File: config.mk
export PLATFORM = sky130hd
export DESIGN_NAME = utf8_to_utf16le_transcoder_top
export DESIGN_NICKNAME = d
export VERILOG_FILES = /design/src/hdl/u8u16_pkg.sv /design/src/hdl/utf8_to_utf16le_transcoder_top.sv /design/src/hdl/u8u16_front.sv /design/src/hdl/u8u16_queue.sv /design/src/hdl/u8u16_back.sv
export SDC_FILE = /design/constraint.sdc
export NUM_CORES = 1
export LEC_CHECK = 0
export ABC_AREA = 1
export BUFFER_PORTS_ARGS = -buffer_cell sky130_fd_sc_hd__buf_2
export CAP_MARGIN = 20
export CORE_ASPECT_RATIO = 1.2
export CORE_UTILIZATION = 30
export CTS_CLUSTER_DIAMETER = 50
export CTS_CLUSTER_SIZE = 25
export DETAILED_ROUTE_END_ITERATION = 10
export PLACE_DENSITY_LB_ADDON = 0.15
export SLEW_MARGIN = 10
export SYNTH_ARGS = -nofsm -noshare
export SYNTH_HDL_FRONTEND = slang
export SYNTH_SLANG_ARGS = --single-unit
File: constraint.sdc
create_clock -name clk_i -period 3.4 [get_ports clk_i]
set_input_delay 0 -clock clk_i [delete_from_list [all_inputs] [get_ports clk_i]]
set_output_delay 0 -clock clk_i [all_outputs]
set_load 0.02 [all_outputs]
File: src/hdl/u8u16_pkg.sv
// Shared types and constants for the UTF-8 to UTF-16LE transcoder.
package u8u16_pkg;

  // Input item function codes.
  localparam logic FuncData = 1'b0;
  localparam logic FuncEnd  = 1'b1;

  // Default depth of the queue between the front and the back.
  localparam int unsigned QueueDepthDef = 2;

  // UTF-8 lead and continuation byte patterns.
  localparam logic [1:0] ContPrefix  = 2'b10;
  localparam logic [2:0] Lead2Prefix = 3'b110;
  localparam logic [3:0] Lead3Prefix = 4'b1110;
  localparam logic [4:0] Lead4Prefix = 5'b11110;

  // UTF-16 surrogate encoding constants.
  localparam logic [20:0] SuppBase   = 21'h010000;
  localparam logic [15:0] SurrHiBase = 16'hD800;
  localparam logic [15:0] SurrLoBase = 16'hDC00;

  // One input item.
  typedef struct packed {
    logic       func;
    logic [7:0] in_byte;
  } in_item_t;

  // One result item.
  typedef struct packed {
    logic [7:0] out_byte;
    logic       last;
  } out_item_t;

  // Work handed from the front to the back: one or two 16-bit units.
  typedef struct packed {
    logic        pair;
    logic [15:0] unit0;
    logic [15:0] unit1;
  } job_t;

endpackage

File: src/hdl/utf8_to_utf16le_transcoder_top.sv
// Top level of the UTF-8 to UTF-16LE transcoder.
//
//   Channel   Direction  Handshake              Payload
//   input     in         in_valid_i/in_ready_o  in_item_i  (func, in_byte)
//   output    out        out_valid_o/out_ready_i out_item_o (out_byte, last)
//
// The front decodes one item per cycle while the queue has room, and queues a job of
// one or two UTF-16 units. The back sends one byte per cycle while the receiver is
// ready, two bytes per unit; items that emit nothing queue no job.
// Reset clears the decoder state, the queue and the output valid flag, not the payload.
// A stalled output fills the queue, and then in_ready_o drops until it drains.
module utf8_to_utf16le_transcoder_top #(
  parameter int unsigned QueueDepth = u8u16_pkg::QueueDepthDef
) (
  input  logic                 clk_i,
  input  logic                 rst_ni,
  input  logic                 in_valid_i,
  output logic                 in_ready_o,
  input  u8u16_pkg::in_item_t  in_item_i,
  output logic                 out_valid_o,
  input  logic                 out_ready_i,
  output u8u16_pkg::out_item_t out_item_o
);

  logic            push;
  logic            push_ready;
  u8u16_pkg::job_t push_job;
  logic            pop;
  logic            pop_valid;
  u8u16_pkg::job_t pop_job;

  // Decoder.
  u8u16_front u_front (
    .clk_i        (clk_i),
    .rst_ni       (rst_ni),
    .in_valid_i   (in_valid_i),
    .in_ready_o   (in_ready_o),
    .in_item_i    (in_item_i),
    .push_o       (push),
    .push_ready_i (push_ready),
    .job_o        (push_job)
  );

  // Job queue.
  u8u16_queue #(
    .Depth (QueueDepth)
  ) u_queue (
    .clk_i        (clk_i),
    .rst_ni       (rst_ni),
    .push_i       (push),
    .push_ready_o (push_ready),
    .push_job_i   (push_job),
    .pop_i        (pop),
    .pop_valid_o  (pop_valid),
    .pop_job_o    (pop_job)
  );

  // Byte serializer.
  u8u16_back u_back (
    .clk_i       (clk_i),
    .rst_ni      (rst_ni),
    .job_valid_i (pop_valid),
    .job_i       (pop_job),
    .pop_o       (pop),
    .out_valid_o (out_valid_o),
    .out_ready_i (out_ready_i),
    .out_item_o  (out_item_o)
  );

endmodule

File: src/hdl/u8u16_front.sv
// Front end: accepts UTF-8 items, tracks the pending sequence and builds UTF-16 units.
module u8u16_front (
  input  logic               clk_i,
  input  logic               rst_ni,
  input  logic               in_valid_i,
  output logic               in_ready_o,
  input  u8u16_pkg::in_item_t in_item_i,
  output logic               push_o,
  input  logic               push_ready_i,
  output u8u16_pkg::job_t    job_o
);

  logic [20:0] partial_q, partial_d;
  logic [1:0]  pending_q, pending_d;
  logic        accept;
  logic        emit;
  logic [7:0]  c;
  logic [20:0] shifted;
  logic [20:0] supp;

  assign in_ready_o = push_ready_i;
  assign accept     = in_valid_i & push_ready_i;
  assign c          = in_item_i.in_byte;

  // Next code point with the continuation payload shifted in, and its supplementary offset.
  assign shifted = {partial_q[14:0], c[5:0]};
  assign supp    = shifted - u8u16_pkg::SuppBase;

  // Decode one item into the next state and an optional job.
  always_comb begin
    partial_d   = partial_q;
    pending_d   = pending_q;
    emit        = 1'b0;
    job_o.pair  = 1'b0;
    job_o.unit0 = '0;
    job_o.unit1 = '0;
    if (in_item_i.func == u8u16_pkg::FuncEnd) begin
      partial_d = '0;
      pending_d = '0;
      emit      = 1'b1;
    end else if (pending_q == 2'd0) begin
      if (c[7] == 1'b0) begin
        emit        = 1'b1;
        job_o.unit0 = {8'h00, c};
      end else if (c[7:5] == u8u16_pkg::Lead2Prefix) begin
        partial_d = {16'h0000, c[4:0]};
        pending_d = 2'd1;
      end else if (c[7:4] == u8u16_pkg::Lead3Prefix) begin
        partial_d = {17'h00000, c[3:0]};
        pending_d = 2'd2;
      end else if (c[7:3] == u8u16_pkg::Lead4Prefix) begin
        partial_d = {18'h00000, c[2:0]};
        pending_d = 2'd3;
      end
    end else if (c[7:6] != u8u16_pkg::ContPrefix) begin
      partial_d = '0;
      pending_d = '0;
    end else begin
      partial_d = shifted;
      pending_d = pending_q - 2'd1;
      if (pending_q == 2'd1) begin
        partial_d = '0;
        emit      = 1'b1;
        if (shifted[20:16] == 5'd0) begin
          job_o.unit0 = shifted[15:0];
        end else begin
          job_o.pair  = 1'b1;
          job_o.unit0 = u8u16_pkg::SurrHiBase + {5'd0, supp[20:10]};
          job_o.unit1 = u8u16_pkg::SurrLoBase | {6'd0, supp[9:0]};
        end
      end
    end
  end

  assign push_o = accept & emit;

  // Decoder state, updated only on an accepted item.
  always_ff @(posedge clk_i or negedge rst_ni) begin
    if (!rst_ni) begin
      partial_q <= '0;
      pending_q <= '0;
    end else if (accept) begin
      partial_q <= partial_d;
      pending_q <= pending_d;
    end
  end

endmodule

File: src/hdl/u8u16_queue.sv
// Small queue of UTF-16 jobs between the front and the back.
module u8u16_queue #(
  parameter int unsigned Depth = u8u16_pkg::QueueDepthDef
) (
  input  logic            clk_i,
  input  logic            rst_ni,
  input  logic            push_i,
  output logic            push_ready_o,
  input  u8u16_pkg::job_t push_job_i,
  input  logic            pop_i,
  output logic            pop_valid_o,
  output u8u16_pkg::job_t pop_job_o
);

  localparam int unsigned PtrW = (Depth > 1) ? $clog2(Depth) : 1;
  localparam int unsigned CntW = $clog2(Depth + 1);
  localparam logic [PtrW-1:0] LastPtr = PtrW'(Depth - 1);

  u8u16_pkg::job_t mem_q [Depth];
  logic [PtrW-1:0] wr_ptr_q, wr_ptr_d;
  logic [PtrW-1:0] rd_ptr_q, rd_ptr_d;
  logic [CntW-1:0] count_q, count_d;
  logic            do_push, do_pop;

  assign push_ready_o = (count_q != CntW'(Depth));
  assign pop_valid_o  = (count_q != '0);
  assign pop_job_o    = mem_q[rd_ptr_q];
  assign do_push      = push_i & push_ready_o;
  assign do_pop       = pop_i & pop_valid_o;

  // Pointer and fill count updates.
  always_comb begin
    wr_ptr_d = wr_ptr_q;
    rd_ptr_d = rd_ptr_q;
    count_d  = count_q;
    if (do_push) begin
      wr_ptr_d = (wr_ptr_q == LastPtr) ? '0 : wr_ptr_q + 1'b1;
    end
    if (do_pop) begin
      rd_ptr_d = (rd_ptr_q == LastPtr) ? '0 : rd_ptr_q + 1'b1;
    end
    if (do_push && !do_pop) begin
      count_d = count_q + 1'b1;
    end else if (do_pop && !do_push) begin
      count_d = count_q - 1'b1;
    end
  end

  always_ff @(posedge clk_i or negedge rst_ni) begin
    if (!rst_ni) begin
      wr_ptr_q <= '0;
      rd_ptr_q <= '0;
      count_q  <= '0;
    end else begin
      wr_ptr_q <= wr_ptr_d;
      rd_ptr_q <= rd_ptr_d;
      count_q  <= count_d;
    end
  end

  // Job storage.
  always_ff @(posedge clk_i) begin
    if (do_push) begin
      mem_q[wr_ptr_q] <= push_job_i;
    end
  end

endmodule

File: src/hdl/u8u16_back.sv
// Back end: splits queued UTF-16 units into little-endian bytes on the output channel.
module u8u16_back (
  input  logic                 clk_i,
  input  logic                 rst_ni,
  input  logic                 job_valid_i,
  input  u8u16_pkg::job_t      job_i,
  output logic                 pop_o,
  output logic                 out_valid_o,
  input  logic                 out_ready_i,
  output u8u16_pkg::out_item_t out_item_o
);

  logic                 out_valid_q, out_valid_d;
  u8u16_pkg::out_item_t out_item_q, out_item_d;
  logic [1:0]           idx_q, idx_d;
  logic                 load;
  logic                 final_byte;
  logic [7:0]           sel_byte;

  // The output register takes a new byte when it is empty or being drained.
  assign load = job_valid_i & (~out_valid_q | out_ready_i);

  // Pick the byte of the head job, low byte of each unit first.
  always_comb begin
    case (idx_q)
      2'd0:    sel_byte = job_i.unit0[7:0];
      2'd1:    sel_byte = job_i.unit0[15:8];
      2'd2:    sel_byte = job_i.unit1[7:0];
      2'd3:    sel_byte = job_i.unit1[15:8];
      default: sel_byte = job_i.unit0[7:0];
    endcase
  end

  assign final_byte = job_i.pair ? (idx_q == 2'd3) : (idx_q == 2'd1);
  assign pop_o      = load & final_byte;

  // Next output register and byte index.
  always_comb begin
    out_valid_d = out_valid_q;
    out_item_d  = out_item_q;
    idx_d       = idx_q;
    if (load) begin
      out_valid_d         = 1'b1;
      out_item_d.out_byte = sel_byte;
      out_item_d.last     = final_byte;
      idx_d               = final_byte ? 2'd0 : idx_q + 2'd1;
    end else if (out_ready_i) begin
      out_valid_d = 1'b0;
    end
  end

  always_ff @(posedge clk_i or negedge rst_ni) begin
    if (!rst_ni) begin
      out_valid_q <= 1'b0;
      idx_q       <= '0;
    end else begin
      out_valid_q <= out_valid_d;
      idx_q       <= idx_d;
    end
  end

  // Output payload register.
  always_ff @(posedge clk_i) begin
    out_item_q <= out_item_d;
  end

  assign out_valid_o = out_valid_q;
  assign out_item_o  = out_item_q;

endmodule

-- Word-level counts from Yosys, hierarchy flattened
Memory sizes are Yosys's and may differ from the RTL's.
Index checks and enable logic that the tools add are counted.
- add/subtract/negate cells: 8
- bitwise logic cells: 8
- multiplexer cells: 41
- equal/unequal tests: 11
- reduce and logical (&&, ||, !) cells: 11
- operators by type and width (cell ; count):
    $mux 15 ; 8
    $mux 33 ; 3
    $mux 16 ; 4
    $pmux 8 s4 ; 1
    $sub 21x17->21 const B ; 1
    $mux 2 ; 10
    $add 15x12->16 const A ; 1
    $mux 1 ; 14
    $mux 7 ; 1
    $and 1x1->1 ; 6
    $reduce_bool 2->1 ; 3
    $eq 5x5->1 const B ; 1
    $logic_not 5->1 ; 1
    $ne 5x5->1 const B ; 1
    $add 2x1->2 const B ; 2
    $eq 2x1->1 const B ; 2
    $eq 2x2->1 const B ; 2
    $eq 4x4->1 const B ; 1
    $logic_not 2->1 ; 2
    $ne 2x2->1 const B ; 2
    $sub 2x1->2 const B ; 2
    $eq 3x3->1 const B ; 1
    $ne 3x3->1 const B ; 1
    $reduce_and 3->1 ; 1
    other kinds (5) ; 8
- RAM bits: 66
- word-level logic and storage cells: 89
- output and inout bits: 11
- flip-flop bits (word level): 33
- input port bits: 13
- memories kept: 1
- memories (name ; words ; width ; rd ports ; clocked after memory_dff ; write ports ; RTL line ; RTL):
    u_queue.mem_q ; 2 ; 33 ; 1 ; 0 ; 1 ; u8u16_queue.sv:19 ; u8u16_pkg::job_t mem_q [Depth];

-- Depth between registers and ports, before layout
- word-level depth: 11
- mapped depth: 13
- mapped depth without buffers: 12

-- By module
Synthesis repeated with hierarchy kept, for this count alone.
- cell total of the unflattened synthesis: 518
- area total of the unflattened synthesis: 4901.0 um2
- by module, submodules not included (module ; cells an instance ; area each (um2) ; instances ; seq. area each (um2)):
    u8u16_queue ; 201 ; 2703.8 ; 1 ; 2082.0
    u8u16_front ; 222 ; 1461.4 ; 1 ; 425.4
    u8u16_back ; 95 ; 735.7 ; 1 ; 345.3

-- Least setup slack after synthesis
No wires, ideal clock.
- path kind: register -> register
- start point: reg u_front.pending_q[0]
- end point: mem u_queue.mem_q[1][0] in the netlist's numbering, enable pin
- library setup time: 0.411 ns
- arrival: 2.345 ns
- cell stages (with the launch flop): 10
- path buffers: 1
- period minus slack after synthesis: 2.756 ns
- slack: 0.644 ns
- required time: 2.989 ns
- cells stage by stage: dfrtp_1 -> inv_1 -> ha_1 -> inv_2 -> buf_2 -> nand2_1 -> nand2_1 -> nand2_1 -> nand2_1 -> nor2_1
- word-level cells in the longest chain between the ends: 9
- elaborated cells on any way between the ends: 10
- those cells by class: 1 x eq/ne; 6 x mux; 2 x bitwise; 1 x reduce/logical
- RTL lines (item ; RTL line ; RTL):
    start: declaration ; u8u16_front.sv:14 ; logic [1:0] pending_q, pending_d;
    start signal: assignment ; u8u16_front.sv:84 ; pending_q <= pending_d;
    $eq 2x1->1 ; u8u16_front.sv:61 ; if (pending_q == 2'd1) begin
    $mux 1 ; u8u16_front.sv:61 ;
    $mux 1 ; u8u16_front.sv:55 ; end else if (c[7:6] != u8u16_pkg::ContPrefix) begin
    $mux 1 (*) ; u8u16_front.sv:41 ; end else if (pending_q == 2'd0) begin
    $mux 1 (*) ; u8u16_front.sv:37 ; if (in_item_i.func == u8u16_pkg::FuncEnd) begin
    $and 1x1->1 (*) ; u8u16_front.sv:75 ; assign push_o = accept & emit;
    $and 1x1->1 (*) ; u8u16_queue.sv:28 ; assign do_push = push_i & push_ready_o;
    $mux 1 (*) ; u8u16_queue.sv:63 ; if (do_push) begin
    $mux 1 (not written as such) (*) ; u8u16_queue.sv:64 ; mem_q[wr_ptr_q] <= push_job_i;
    end: declaration ; u8u16_queue.sv:19 ;
Every way passes the cells marked *; elsewhere a longest branch is shown, timed or not.

-- Worst setup path in the final report
- start point: reg u_back.idx_q[1]
- end point: reg u_queue.count_q[1]
- word-level cells in the longest chain between the ends: 7
- elaborated cells on any way between the ends: 10
- those cells by class: 2 x eq/ne; 2 x mux; 2 x bitwise; 4 x reduce/logical
- RTL lines (item ; RTL line ; RTL):
    start: declaration ; u8u16_back.sv:15 ; logic [1:0] idx_q, idx_d;
    start signal: assignment ; u8u16_back.sv:58 ; idx_q <= idx_d;
    $eq 2x1->1 / $eq 2x2->1 (equally long branches) ; u8u16_back.sv:34 ; assign final_byte = job_i.pair ? (idx_q == 2'd3) : (idx_q == 2'd1);
    $mux 1 (*) ; u8u16_back.sv:34 ;
    named net u_back.final_byte ; u8u16_back.sv:17 ; logic final_byte;
    $and 1x1->1 (*) ; u8u16_back.sv:35 ; assign pop_o = load & final_byte;
    $and 1x1->1 (*) ; u8u16_queue.sv:29 ; assign do_pop = pop_i & pop_valid_o;
    $logic_not 1->1 ; u8u16_queue.sv:42 ; if (do_push && !do_pop) begin
    $logic_and 1x1->1 ; u8u16_queue.sv:42 ;
    $mux 2 / $reduce_bool 2->1 (equally long branches) ; -- ;
    end signal: assignment ; u8u16_queue.sv:57 ; count_q <= count_d;
    end: declaration ; u8u16_queue.sv:22 ; logic [CntW-1:0] count_q, count_d;
The timed path passes the listed nets; every way through them passes the cells marked *.
A chain may end at the register's enable or synchronous reset.

==> out/metrics.csv <==
stage,metric,value,unit
yosys,"Avg Cell Area, Syn",9.91,um^2
critical_path,R2R depth,9,
route,final wirelength,9780,um
critical_path,CP required,3610,ps
finish,Layout fillers,1404,
critical_path,critical path peak fanout,6,
timing,FMAX,453,MHz
floorplanning,DIE AREA,14700,um^2
yosys,Synth Warn #,0,
finish,Area Overhead vs Synth,13.8,%
yosys,Area contributors post-synth,"edfxtp_1 44%, dfrtp_1 14%, nand2_1 7.2%",
finish,nets,480,
worst_hold_path,Hold/Removal Path Class,in2reg,
yosys,Post-Syn Area,4270,um^2
clock_network,Skew-Pair Late Insertion Delay,330,ps
critical_path,"Slowest-stage cell, CP",dfrtp_1,
global_routing,antenna violations before repair,0,
floorplanning,Initial Util,30.9,%
placement,DP HPWL,7100,um
yosys,most frequent cell after synthesis,nand2_1,
critical_path,CP Depth,9,
finish,share of cells above drive strength 1,19.4,%
timing,final critical path time including I/O delays and setup,2210,ps
yosys,post-synthesis net count,452,
route,first-pass iteration count of the detailed router,4,
timing,Final Setup Violations,0,
clock_network,CTS tree,done,
route,WL met1,4430,um
route,top sig layer,met4,
route,via count,2936,
finish,Final Util,35.2,%
yosys,dominant synthesized flop cell,edfxtp_1,
critical_path,startpoint types,flop,
clock_network,clock slew at reported path FFs,60,ps
timing,Setup TNS,0,ps
clock_network,CTS buffer count,9,
critical_path,worst path bufs/invs,2,
timing,"Slew Viols, Final",0,
clock_network,Max Root-Sink Buffers,2,
route,met3 wire len,279,um
yosys,#FFs+latches synth,87,
power_and_ir_drop,Cell Pwr Density,801,nW/um^2
global_routing,Total GRT Usage,14.1,%
power_and_ir_drop,Pwr Total,3.89,mW
timing,slew margin rel.,50.9,%
timing,unrepaired setup endpoints after global routing,false,
timing,slew of the pin with the lowest slew margin,733,ps
yosys,share of flip-flops with an asynchronous set or reset,27.6,%
finish,Finished Cell Area,4860,um^2
worst_hold_path,Hold Path Depth,3,
clock_network,H-tree depth,3,
timing,period utilisation layout,64.9,%
yosys,Synth top cells by count,"82 x nand2_1, 63 x edfxtp_1, 50 x nor2_1",
clock_network,clk root buf,clkbuf_16,
placement,Port Buf Inserts,23,
floorplanning,total core area,13800,um^2
global_routing,vias in the first global route,2995,
power_and_ir_drop,worst vdd ir,0.364,mV
critical_path,crit-path cells,inv_1 > ha_1 > inv_1 > o21ai_2 > nand2_1 > ha_1 > a21oi_1 > o21ai_0 > xor2_1,
global_routing,pin count of the biggest net entering global routing,34,
power_and_ir_drop,leakage power,2.05,nW
clock_network,clk sinks,87,
critical_path,Critical Path End Type,flop,
critical_path,arrival time at the worst endpoint,2410,ps
critical_path,"CP delay by family, top",adder cells,
critical_path,CP Class,reg2reg,
run,max cap viols,0,
timing,Worst Clk Skew,6.65,ps
yosys,number of synthesized flops with an enable pin,63,
global_routing,first-pass GRT wire length,15800,um
floorplanning,io pins,24,
route,via-per-instance ratio,4.62,
yosys,post-synthesis sequential area ratio,58.3,%
route,post-route DRC violation count,0,
status,status,"finished, final reports clean",
floorplanning,Die Span Y,133,um
timing,Hold Fails Final Rpt,0,
route,wire length on met2,4860,um
yosys,"Distinct cells, synth",32,
yosys,Synth top area share,44.3,%
finish,Inserted Diodes,0,
placement,DP Area,4540,um^2
floorplanning,Die Wd,111,um
route,wire per inst,15.4,um
critical_path,Crit path largest cell delay,410,ps
yosys,Post-Syn Instances,431,
floorplanning,cell row count,47,
placement,Final GP Congestion,0.867,
global_routing,GRT overflow,0,
yosys,dominant cell type by area after synthesis,edfxtp_1,
route,Initial DRC Count,113,
route,Post-DRT Antenna Nets,0,
[where the power goes]
part	total [mW]	internal, mW	switching (mW)
logic	1.35	0.399	0.951
clock network	0.940	0.566	0.375
registers	1.60	1.49	0.113
total	3.89	2.45	1.44
[timing repair]
action	4_1_cts	5_1_grt
buffers inserted	0	0
hold endpoints to repair	27	0
resized for setup	0	0
hold buffers	4	0
[flip-flops by register name, indices dropped and copies added, names as in the netlist]
register,count
u_back.idx_q,2
u_back.out_item_o,9
u_back.out_valid_o,1
u_front.partial_q,15
u_front.pending_q,2
u_queue.count_q,2
u_queue.mem_q,54
u_queue.rd_ptr_q,1
u_queue.wr_ptr_q,1
[final timing paths]
path,start,endpoint,slack (ps)
min in group asynchronous,rst_ni,u_front.partial_q[2]$_DFFE_PN0P_,210
setup / recovery,u_back.idx_q[1]$_DFFE_PN0P_,u_queue.count_q[1]$_DFFE_PN0P_,1190
hold / removal,in_item_i[2],u_front.partial_q[2]$_DFFE_PN0P_,10
hold reg to reg,u_queue.count_q[0]$_DFFE_PN0P_,u_queue.count_q[0]$_DFFE_PN0P_,470
max in group asynchronous,rst_ni,u_front.partial_q[13]$_DFFE_PN0P_,2800
setup reg to reg,u_back.idx_q[1]$_DFFE_PN0P_,u_queue.count_q[1]$_DFFE_PN0P_,1190
[routing by layer]
| metal | track usage [%] | vias to the layer above |
|---|---|---|
| met5 | 0 | - |
| met4 | 5.41 | 0 |
| met3 | 3.30 | 12 |
| met2 | 23.4 | 40 |
| met1 | 17.6 | 1396 |
| li1 | - | 1488 |
[worst reg2reg max path, stage by stage (launching register included)]
cell and delay (ps):
dfrtp_1 410, inv_1 100, ha_1 280, inv_1 170, o21ai_2 280, nand2_1 150, ha_1 350, a21oi_1 110
o21ai_0 100, xor2_1 150
[layout by cell type (no fill, tap or decap), drive strengths merged]
| master | n |
|---|---|
| clkinv | 5 |
| xnor2 | 2 |
| inv | 48 |
| a21oi | 13 |
| nor3 | 2 |
| nand2 | 93 |
| edfxtp | 63 |
| ha | 8 |
| bufinv | 1 |
| o211ai | 2 |
| nand4 | 11 |
| o21ai | 51 |
| buf | 28 |
| dfrtp | 24 |
| nor2 | 61 |
| nand3 | 30 |
| clkbuf | 13 |
| dlygate4sd3 | 4 |
| or2 | 4 |
| xor2 | 1 |
[cells by family (layout without fill, tap and decap cells)]
| kind of cell | count (synthesis) | after routing | share of synthesized area, % |
|---|---|---|---|
| buf+inv | 66 | 99 | 6.85 |
| flops | 87 | 87 | 58.3 |
| xor+xnor | 3 | 3 | 0.615 |
| compound gates | 66 | 66 | 9.26 |
| fa+ha+maj | 8 | 8 | 2.34 |
| simple gates | 201 | 201 | 22.6 |
[cell type report]
class | count | area (um^2) | share of cell area (%)
clock buffers | 13 | 240 | 4.94
well taps | 171 | 214 | 4.40
inverters | 51 | 194 | 3.99
flip-flops and latches | 87 | 2490 | 51.3
clock inverters | 3 | 37.5 | 0.772
repair buffers | 32 | 193 | 3.96
multi-input cells | 278 | 1490 | 30.6
[stage by stage]
step           setup WS, ps  hold slack (ps)  cells
3_5_place_dp           1210             45.0    615
3_3_place_gp           1290             44.5    615
6_report               1190             14.5    635
4_1_cts                1200             8.61    635
2_1_floorplan           644             -296    431
5_1_grt                 981             22.7    635
(Power assumes the default switching activity.)
